--- config.mk ---
export PLATFORM = sky130hd
export DESIGN_NAME = at_keyboard_host_controller_unit
export DESIGN_NICKNAME = d
export VERILOG_FILES = /design/src/rtl/akhc_pkg.sv /design/src/rtl/akhc_step.sv /design/src/rtl/at_keyboard_host_controller_unit.sv
export SDC_FILE = /design/constraint.sdc
export NUM_CORES = 1
export LEC_CHECK = 0
export BUFFER_PORTS_ARGS = -buffer_cell sky130_fd_sc_hd__buf_4
export CORE_MARGIN = 8
export CORE_UTILIZATION = 38
export DETAILED_ROUTE_END_ITERATION = 10
export GPL_ROUTABILITY_DRIVEN = 0
export GPL_TIMING_DRIVEN = 0
export PLACE_DENSITY = 0.62
export SYNTH_ARGS = -nofsm -noshare
export SYNTH_HDL_FRONTEND = slang
export SYNTH_SLANG_ARGS = --single-unit
--- constraint.sdc ---
create_clock -name i_clk -period 12.39 [get_ports i_clk]
set_clock_uncertainty 0.2 [all_clocks]
set_input_delay 2.478 -clock i_clk [delete_from_list [all_inputs] [get_ports i_clk]]
set_output_delay 2.478 -clock i_clk [all_outputs]
set_load 0.01 [all_outputs]
--- src/rtl/akhc_pkg.sv ---
// Package: link state codes, protocol byte constants, item and result types.
`default_nettype none
package akhc_pkg;

    typedef enum logic [2:0] {
        LS_UNINIT    = 3'd0,
        LS_WAIT_ACK  = 3'd1,
        LS_WAIT_TEST = 3'd2,
        LS_SET_LEDS  = 3'd3,
        LS_READY     = 3'd4
    } t_link_state;

    localparam logic       KIND_FRAME = 1'b0;
    localparam logic       KIND_TICK  = 1'b1;

    localparam logic [7:0] BYTE_SELF_TEST_OK = 8'hAA;
    localparam logic [7:0] BYTE_ACK          = 8'hFA;
    localparam logic [7:0] BYTE_RESET        = 8'hFF;
    localparam logic [7:0] BYTE_RESEND       = 8'hFE;
    localparam logic [7:0] BYTE_SET_LEDS     = 8'hED;
    localparam logic [7:0] BYTE_SHIFTED_AA   = 8'h54;

    localparam logic [1:0] SOUND_NONE  = 2'd0;
    localparam logic [1:0] SOUND_READY = 2'd1;
    localparam logic [1:0] SOUND_LEDS  = 2'd2;

    localparam logic [1:0] FERR_NONE    = 2'd0;
    localparam logic [1:0] FERR_PARITY  = 2'd1;
    localparam logic [1:0] FERR_FRAMING = 2'd2;

    localparam logic       CFG_DETECT_INTERVAL = 1'b0;
    localparam logic       CFG_DETECT_RETRIES  = 1'b1;

    localparam logic [15:0] DETECT_INTERVAL_RST = 16'd1000;
    localparam logic [3:0]  DETECT_RETRIES_RST  = 4'd3;
    localparam logic [15:0] ELAPSED_MAX         = 16'hFFFF;

    typedef struct packed {
        logic        kind;
        logic [10:0] frame_bits;
        logic        clock_line_high;
        logic [2:0]  lock_values;
    } t_item;

    typedef struct packed {
        t_link_state link;
        logic [2:0]  sent_leds;
        logic [15:0] elapsed_ms;
        logic [3:0]  presence_count;
    } t_state;

    typedef struct packed {
        logic       command_valid;
        logic [8:0] command_frame;
        logic       scancode_valid;
        logic [7:0] scancode;
        logic       restart_receiver;
        logic [1:0] sound;
        logic [1:0] frame_error;
    } t_result;

    function automatic logic odd_parity(input logic [7:0] b);
        odd_parity = ~(^b);
    endfunction

endpackage
`default_nettype wire

--- src/rtl/akhc_step.sv ---
// Single-pass link logic: next link state and result for one beat.
`default_nettype none
module akhc_step (
    input  var akhc_pkg::t_item   i_item,
    input  var akhc_pkg::t_state  i_state,
    input  wire logic [15:0]      i_detect_interval,
    input  wire logic [3:0]       i_detect_retries,
    output akhc_pkg::t_state      o_state,
    output akhc_pkg::t_result     o_result
);
    import akhc_pkg::*;

    logic [7:0]  data;
    logic        par;
    logic        par_bad;
    logic        framing_bad;
    logic        shifted_aa;
    logic        leds_differ;
    logic        not_ready_side;
    logic        poll;
    logic [15:0] elapsed_inc;
    t_link_state eff_link;
    logic        cmd_valid;
    logic [7:0]  cmd_byte;

    assign data           = i_item.frame_bits[8:1];
    assign par            = i_item.frame_bits[9];
    assign par_bad        = (par != odd_parity(data));
    assign framing_bad    = i_item.frame_bits[0] | ~i_item.frame_bits[10];
    assign shifted_aa     = (data == BYTE_SHIFTED_AA) && par;
    assign leds_differ    = (i_item.lock_values != i_state.sent_leds);
    assign eff_link       = framing_bad ? LS_UNINIT : i_state.link;
    assign not_ready_side = (i_state.link != LS_SET_LEDS) && (i_state.link != LS_READY);
    assign elapsed_inc    = (i_state.elapsed_ms == ELAPSED_MAX) ? ELAPSED_MAX
                                                                : i_state.elapsed_ms + 16'd1;
    assign poll           = not_ready_side && (elapsed_inc > i_detect_interval);

    // next state
    always_comb begin
        o_state = i_state;
        if (i_item.kind == KIND_FRAME) begin
            if (par_bad) begin
                if (shifted_aa) begin
                    o_state.link = LS_UNINIT;
                end
            end else begin
                case (eff_link)
                    LS_WAIT_ACK: begin
                        if (data == BYTE_ACK) begin
                            o_state.link = LS_WAIT_TEST;
                        end
                    end
                    LS_WAIT_TEST: begin
                        if (data == BYTE_SELF_TEST_OK) begin
                            o_state.link      = LS_READY;
                            o_state.sent_leds = 3'd0;
                        end else begin
                            o_state.link = LS_WAIT_ACK;
                        end
                    end
                    LS_SET_LEDS: begin
                        if (data == BYTE_ACK) begin
                            if (leds_differ) begin
                                o_state.sent_leds = i_item.lock_values;
                            end else begin
                                o_state.link = LS_READY;
                            end
                        end else begin
                            o_state.sent_leds = i_item.lock_values;
                            o_state.link      = LS_READY;
                        end
                    end
                    LS_READY: begin
                        o_state.link = LS_READY;
                    end
                    default: begin
                        if (data == BYTE_SELF_TEST_OK) begin
                            o_state.link      = LS_READY;
                            o_state.sent_leds = 3'd0;
                        end else begin
                            o_state.link = LS_WAIT_ACK;
                        end
                    end
                endcase
            end
        end else begin
            o_state.elapsed_ms = elapsed_inc;
            if (not_ready_side) begin
                if (poll) begin
                    o_state.elapsed_ms = 16'd0;
                    if (i_item.clock_line_high) begin
                        if (i_state.presence_count < i_detect_retries) begin
                            o_state.presence_count = i_state.presence_count + 4'd1;
                        end else begin
                            o_state.link           = LS_WAIT_ACK;
                            o_state.presence_count = 4'd0;
                        end
                    end
                end
            end else if (i_state.link == LS_READY && leds_differ) begin
                o_state.link = LS_SET_LEDS;
            end
        end
    end

    // result
    always_comb begin
        cmd_valid                 = 1'b0;
        cmd_byte                  = 8'd0;
        o_result.scancode_valid   = 1'b0;
        o_result.scancode         = 8'd0;
        o_result.restart_receiver = 1'b0;
        o_result.sound            = SOUND_NONE;
        o_result.frame_error      = FERR_NONE;
        if (i_item.kind == KIND_FRAME) begin
            if (par_bad) begin
                o_result.frame_error      = FERR_PARITY;
                o_result.restart_receiver = shifted_aa;
                cmd_valid                 = 1'b1;
                cmd_byte                  = BYTE_RESEND;
            end else begin
                if (framing_bad) begin
                    o_result.frame_error      = FERR_FRAMING;
                    o_result.restart_receiver = 1'b1;
                end
                case (eff_link)
                    LS_WAIT_ACK: begin
                        if (data != BYTE_ACK) begin
                            cmd_valid = 1'b1;
                            cmd_byte  = BYTE_RESET;
                        end
                    end
                    LS_SET_LEDS: begin
                        if (data == BYTE_ACK) begin
                            if (leds_differ) begin
                                cmd_valid = 1'b1;
                                cmd_byte  = {5'd0, i_item.lock_values};
                            end else begin
                                o_result.sound = SOUND_LEDS;
                            end
                        end
                    end
                    LS_READY: begin
                        o_result.scancode_valid = 1'b1;
                        o_result.scancode       = data;
                    end
                    default: begin
                        if (data == BYTE_SELF_TEST_OK) begin
                            o_result.sound = SOUND_READY;
                        end else begin
                            cmd_valid = 1'b1;
                            cmd_byte  = BYTE_RESET;
                        end
                    end
                endcase
            end
        end else begin
            if (poll && i_item.clock_line_high
                    && !(i_state.presence_count < i_detect_retries)) begin
                cmd_valid = 1'b1;
                cmd_byte  = BYTE_RESET;
            end else if (i_state.link == LS_READY && leds_differ) begin
                cmd_valid = 1'b1;
                cmd_byte  = BYTE_SET_LEDS;
            end
        end
        o_result.command_valid = cmd_valid;
        o_result.command_frame = cmd_valid ? {odd_parity(cmd_byte), cmd_byte} : 9'd0;
    end

endmodule
`default_nettype wire

--- src/rtl/at_keyboard_host_controller_unit.sv ---
// Top level of the AT keyboard host controller: beat registers, link state, config.
//
// Input channel (i_in_valid / o_in_ready) carries one beat: either a received
// 11-bit frame (i_kind = 0) or a one-millisecond tick (i_kind = 1), with the
// clock line level and the requested lock LEDs. Output channel (o_out_valid /
// i_out_ready) returns exactly one result beat per input beat, in order.
// The input register is loaded when a beat is accepted and the result register
// when that beat advances, which waits while the receiver stalls.
// Throughput is one beat per cycle while the receiver takes results; the link
// state and counters update as a beat leaves the input register.
// When the receiver stalls, the result register holds and one more beat can
// still wait in the input register; o_in_ready drops only when both are full.
// The config port (i_cfg_we, i_cfg_idx, i_cfg_wdata) writes the presence poll
// interval (index 0) and the retry count (index 1), with no wait state.
// Synchronous active-low reset clears both beat registers, the link state to
// uninitialized, the sent LEDs, elapsed time and presence count, and restores
// the poll interval to 1000 ms and the retry count to 3.
`default_nettype none
module at_keyboard_host_controller_unit (
    input  wire logic        i_clk,
    input  wire logic        i_rst_n,
    input  wire logic        i_in_valid,
    output logic             o_in_ready,
    input  wire logic        i_kind,
    input  wire logic [10:0] i_frame_bits,
    input  wire logic        i_clock_line_high,
    input  wire logic [2:0]  i_lock_values,
    output logic             o_out_valid,
    input  wire logic        i_out_ready,
    output logic             o_command_valid,
    output logic [8:0]       o_command_frame,
    output logic             o_scancode_valid,
    output logic [7:0]       o_scancode,
    output logic             o_restart_receiver,
    output logic [1:0]       o_sound,
    output logic [1:0]       o_frame_error,
    input  wire logic        i_cfg_we,
    input  wire logic        i_cfg_idx,
    input  wire logic [15:0] i_cfg_wdata
);
    import akhc_pkg::*;

    logic        r_in_valid;
    t_item       r_in;
    logic        r_out_valid;
    t_result     r_out;
    t_state      r_state;
    logic [15:0] r_detect_interval;
    logic [3:0]  r_detect_retries;

    t_state      n_state;
    t_result     n_result;
    t_item       in_item;
    logic        out_free;
    logic        advance;

    assign in_item.kind            = i_kind;
    assign in_item.frame_bits      = i_frame_bits;
    assign in_item.clock_line_high = i_clock_line_high;
    assign in_item.lock_values     = i_lock_values;

    assign out_free   = !r_out_valid || i_out_ready;
    assign advance    = r_in_valid && out_free;
    assign o_in_ready = !r_in_valid || out_free;

    akhc_step u_step (
        .i_item            (r_in),
        .i_state           (r_state),
        .i_detect_interval (r_detect_interval),
        .i_detect_retries  (r_detect_retries),
        .o_state           (n_state),
        .o_result          (n_result)
    );

    always_ff @(posedge i_clk) begin
        if (!i_rst_n) begin
            r_in_valid <= 1'b0;
        end else if (o_in_ready) begin
            r_in_valid <= i_in_valid;
        end
    end

    always_ff @(posedge i_clk) begin
        if (o_in_ready && i_in_valid) begin
            r_in <= in_item;
        end
    end

    always_ff @(posedge i_clk) begin
        if (!i_rst_n) begin
            r_out_valid <= 1'b0;
        end else if (out_free) begin
            r_out_valid <= r_in_valid;
        end
    end

    always_ff @(posedge i_clk) begin
        if (advance) begin
            r_out <= n_result;
        end
    end

    always_ff @(posedge i_clk) begin
        if (!i_rst_n) begin
            r_state.link           <= LS_UNINIT;
            r_state.sent_leds      <= 3'd0;
            r_state.elapsed_ms     <= 16'd0;
            r_state.presence_count <= 4'd0;
        end else if (advance) begin
            r_state <= n_state;
        end
    end

    always_ff @(posedge i_clk) begin
        if (!i_rst_n) begin
            r_detect_interval <= DETECT_INTERVAL_RST;
            r_detect_retries  <= DETECT_RETRIES_RST;
        end else if (i_cfg_we) begin
            case (i_cfg_idx)
                CFG_DETECT_INTERVAL: r_detect_interval <= i_cfg_wdata;
                CFG_DETECT_RETRIES:  r_detect_retries  <= i_cfg_wdata[3:0];
                default:             r_detect_retries  <= r_detect_retries;
            endcase
        end
    end

    assign o_out_valid        = r_out_valid;
    assign o_command_valid    = r_out.command_valid;
    assign o_command_frame    = r_out.command_frame;
    assign o_scancode_valid   = r_out.scancode_valid;
    assign o_scancode         = r_out.scancode;
    assign o_restart_receiver = r_out.restart_receiver;
    assign o_sound            = r_out.sound;
    assign o_frame_error      = r_out.frame_error;

    a_cmd_sc_exclusive: assert property (@(posedge i_clk) disable iff (!i_rst_n)
        o_out_valid |-> !(o_command_valid && o_scancode_valid))
        else $error("command and scancode in one beat");

    a_sc_clean_frame: assert property (@(posedge i_clk) disable iff (!i_rst_n)
        (o_out_valid && o_scancode_valid) |-> (o_frame_error == FERR_NONE))
        else $error("scancode forwarded from bad frame");

    a_cmd_odd_parity: assert property (@(posedge i_clk) disable iff (!i_rst_n)
        (o_out_valid && o_command_valid) |-> (^o_command_frame))
        else $error("command frame without odd parity");

    a_ready_cue_state: assert property (@(posedge i_clk) disable iff (!i_rst_n)
        (advance && n_result.sound == SOUND_READY) |=> (r_state.link == LS_READY))
        else $error("ready cue without ready link state");

endmodule
`default_nettype wire

Word level (Yosys, flattened, before mapping)
Cells that the tools add are included.
{ "totals": {"regBits": 88, "in_bits": 38, "out_inout_bits": 26} }
{ "classes": {"addsub": 2, "magnitude_cmp": 2, "n_eq_ne": 21, "n_mux": 49, "bitwise": 9, "n_reduce_logical": 25} }
{ "op_table": {"columns": ["op", "n"], "rows": [
  ["$mux W8", 7],
  ["$mux W3", 15],
  ["$mux W20", 2],
  ["$pmux W8 S3", 1],
  ["$add A16 B1 Y16 const B", 1],
  ["$eq A16 B16 Y1 const B", 1],
  ["$eq A8 B8 Y1 const B", 2],
  ["$gt A16 B16 Y1", 1],
  ["$mux W16", 1],
  ["$reduce_xor A8 Y1", 2],
  ["$ne A3 B3 Y1 const B", 5],
  ["$mux W1", 12],
  ["$mux W9", 1],
  ["$pmux W3 S3", 1],
  ["$eq A8 B7 Y1 const B", 1],
  ["$logic_and A1 B1 Y1", 8],
  ["$mux W4", 2],
  ["$ne A8 B8 Y1 const B", 1],
  ["$not A1 Y1", 8],
  ["$reduce_and A8 Y1", 1],
  ["$eq A3 B3 Y1 const B", 2],
  ["$mux W2", 3],
  ["$mux W6", 1],
  ["$ne A3 B2 Y1 const B", 2],
  ["other kinds (21)", 27]
]} }

Logic depth before layout (Yosys ltp)
{ "logic_depth": {"word_depth": 10, "depth_mapped": 17, "mapped_depth_nobuf": 15} }

By module
A second synthesis with hierarchy kept.
{ "unflattened": {"cells_unflattened": 554, "hier_area_um2": 5212.5} }
{ "modules_own_cells": {"columns": ["mod", "n_inst", "cells_each", "area_per_inst_um2", "seq_area_each_um2"], "rows": [
  ["at_keyboard_host_controller_unit", 1, 251, 3136.8, 2162.1],
  ["akhc_step", 1, 303, 2075.7, 0.0]
]} }

Worst setup path before layout
Ideal clock, no wire load.
{ "synth_path": {"kind": "input to output", "from": "input i_out_ready", "to": "output o_in_ready", "t_arrival_ns": 2.792, "setup_slack_ns": 6.920, "path_stages": 2, "n_path_buf": 0, "path_cell_list": "nor2b_1 -> nand2_1"} }
{ "synth_via": {"elab_chain_len": 2} }
{ "synth_rtl": {"columns": ["element", "line_no", "rtl"], "rows": [
  ["start: declaration", "at_keyboard_host_controller_unit.sv:29", "input wire logic i_out_ready,"],
  ["$logic_or A1 B1 Y1", "at_keyboard_host_controller_unit.sv:62", "assign out_free = !r_out_valid || i_out_ready;"],
  ["$logic_or A1 B1 Y1", "at_keyboard_host_controller_unit.sv:64", "assign o_in_ready = !r_in_valid || out_free;"],
  ["end: declaration", "at_keyboard_host_controller_unit.sv:23", "output logic o_in_ready,"]
]} }
Every way passes these cells.

Worst setup path after layout
Ends and elaborated chain as after synthesis.

==> results.toml <==
[timing]
hold_violations = 0
setup_violations = 0
fin_crit_ps = 5730
timing.final.crit_share = 0.462
fmax_mhz = 175
rsz0062_at_grt = "no"
drv_slew = 0
slew_headroom = 0.531
worst_pin_slew_ps = 704
fin_setup_tns_ps = 0

[grt]
grt_pass1_vias = 3806
antenna_found_initial = 0
grt_overflow = 0
grt_max_degree = 29
grt_use_total = 0.141
grt_pass1_wl_um = 18500

[routing]
num_vias = 3800
vias_per_cell = 5.25
drc = 0
drtIter0Drc = 287
routed_wl_um = 11000
firstDrtPassIters = 7
ant_nets = 0
wl_per_cell_um = 15.2

[floorplan]
die_area_um2 = 16100
core_um2 = 12000
row_count = 40
initial_core_util = 0.390
chipHeight_um = 127
die_w_um = 127
ios = 64

[logic_synthesis]
ys_types = 67
synth-seq-cells = 85
synth.avg_cell_area_um2 = 9.38
yosysWarnings = 0
ys_seq_area_frac = 0.443
synthTopCellsByCount = "68 x nand2_1, 51 x a21oi_1, 48 x dfxtp_1, 37 x edfxtp_1"
synth_area_leader_cell = "edfxtp_1"
synth_area_um2 = 4680
synthesis.nets = 568
async_flop_share = 0
synth.top_cells.by_area = "edfxtp_1 24%, dfxtp_1 21%, ha_1 8.3%"
synth_top_cell_area_share = 0.237
synth.most_common_cell = "nand2_1"
syn_inst = 499
ys.flop_type = "dfxtp_1"
synth-edff-count = 37

[setup_path]
path_max_fanout = 4
path_class = "in -> out"
cp_common_cell = "buf_4"
cp_slowest_cell = "nor2b_1"
critPathTopFamily = "simple AND/OR/NAND/NOR gates"
cp.required_ps = 9710
r2r_slack_ps = 7900
r2r_cells = 15
slowest_delay_ps = 210
end_kind = "primary output"
worst_setup_path_start_kind = "primary input"
reg2reg_to = "o_command_valid"
reg2reg_from = "r_state[4]"
crit_chain = "buf_4, nor2b_1, nand2_1, buf_4"
crit_buf_inv = 2
arrival_ps = 3050

[worst_hold_path]
hold_start = "r_detect_retries[2]"
worstHoldPathType = "reg -> reg"
hold_path_end = "r_detect_retries[2]"
holdPathStages = 2

[cells_and_area]
antenna_cells = 0
nets = 641
syn2layout_area_growth_pct = 20.3
drive_above_1_share = 0.191

[job]
maxCapViolCount = 0

[place]
place.detailed.hpwl_um = 8270
io_buffers = 62

[power]
leakage_nw = 2.35
ir_worst_vdd_mv = 0.0842
p_per_area_nw_per_um2 = 117
p_total_mw = 0.657

[clock_tree]
htreeDepth = 3
ctsHoldBuffers = 0
cts_root_buffer = "clkbuf_16"
clockBufferDepth = 2
cts_made_buffers = 9
clock_sinks = 85
clk_latency_ps = 350
cts_resized = 0
path_clk_slew_ps = 60
cts_tree = "done"
post_cts_buffers = 0

[status]
status = "finished clean"
## worst max path at each step
stage	from	to	slack, ps	cells after the start
after floorplan	i_out_ready	o_in_ready	6920	2
after global placement	i_out_ready	o_in_ready	6670	4
after detailed placement	i_out_ready	o_in_ready	6650	4
after CTS	i_out_ready	o_in_ready	6650	4
after global routing	i_out_ready	o_in_ready	6560	4
final	i_out_ready	o_in_ready	6660	4
## through the flow
step,setup WS (ps),hold WS (ps),cells,util,cell area [um^2]
2_1_floorplan,6920,236,499,-,4680
3_3_place_gp,6670,243,708,0.444,5330
3_5_place_dp,6650,253,708,0.444,5330
4_1_cts,6650,263,724,0.469,5630
5_1_grt,6560,291,724,0.469,5630
6_report,6660,259,724,0.469,5630
## cells by family (layout without fill, tap and decap cells)
logic type	after synthesis	after routing	share of synthesized area
AND/OR/NAND/NOR	195	195	0.220
AO/OA/AOI/OAI	107	107	0.149
flip-flops	85	85	0.443
buffers and inverters	60	138	0.0564
adder cells (fa/ha/maj)	31	31	0.0829
XOR/XNOR	16	16	0.0385
multiplexers	5	5	0.0107
## sequential cells by signal, summed over array words and instances (netlist names)
signal              count
o_command_frame         6
o_out_valid             1
o_scancode_valid        1
o_command_valid         1
o_restart_receiver      1
o_scancode              8
r_in_valid              1
r_detect_retries        4
r_state                26
r_detect_interval      16
o_sound                 2
r_in                   16
o_frame_error           2
## routing by layer
layer / up-vias / track usage / wire, um / share of wire
met2: 89 / 0.235 / 5210 / 0.47
met4: 0 / 0.0539 / 173 / 0.016
met1: 1771 / 0.167 / 4990 / 0.45
met3: 10 / 0.0428 / 599 / 0.055
li1: 1930 / - / - / -
met5: - / 0 / 0 / 0
## worst min-delay path, delay by kind of cell, from the launching register on
| kind | cells | cell delay [ps] |
|---|---|---|
| flops | 1 | 310 |
| compound gates | 1 | 50 |
| simple gates | 1 | 50 |
## where the power goes
part	total (mW)	internal (mW)	switching (mW)
sequential	0.313	0.305	0.00716
clock	0.269	0.157	0.112
combinational	0.0751	0.0344	0.0407
## layout make-up
type,count,area [um^2]
clock inverter,7,73.8
clock buffer,9,225
tap,147,184
fill,1146,6380
inverter,32,120
multi-input combinational,354,2340
timing repair buffer,62,465
buffer,28,144
sequential,85,2070
## cell usage in the layout (no fill, tap or decap), types with 9 or more instances in the layout
| master | n |
|---|---|
| a21oi_1 | 51 |
| a31oi_1 | 11 |
| and2_1 | 11 |
| and3_1 | 12 |
| buf_4 | 68 |
| clkbuf_1 | 12 |
| clkbuf_16 | 9 |
| dfxtp_1 | 48 |
| edfxtp_1 | 37 |
| ha_1 | 31 |
| inv_1 | 31 |
| nand2_1 | 68 |
| nand3_1 | 20 |
| nand4_1 | 9 |
| nor2_1 | 22 |
| nor2b_1 | 9 |
| nor3_1 | 10 |
(Power assumes the default switching activity.)
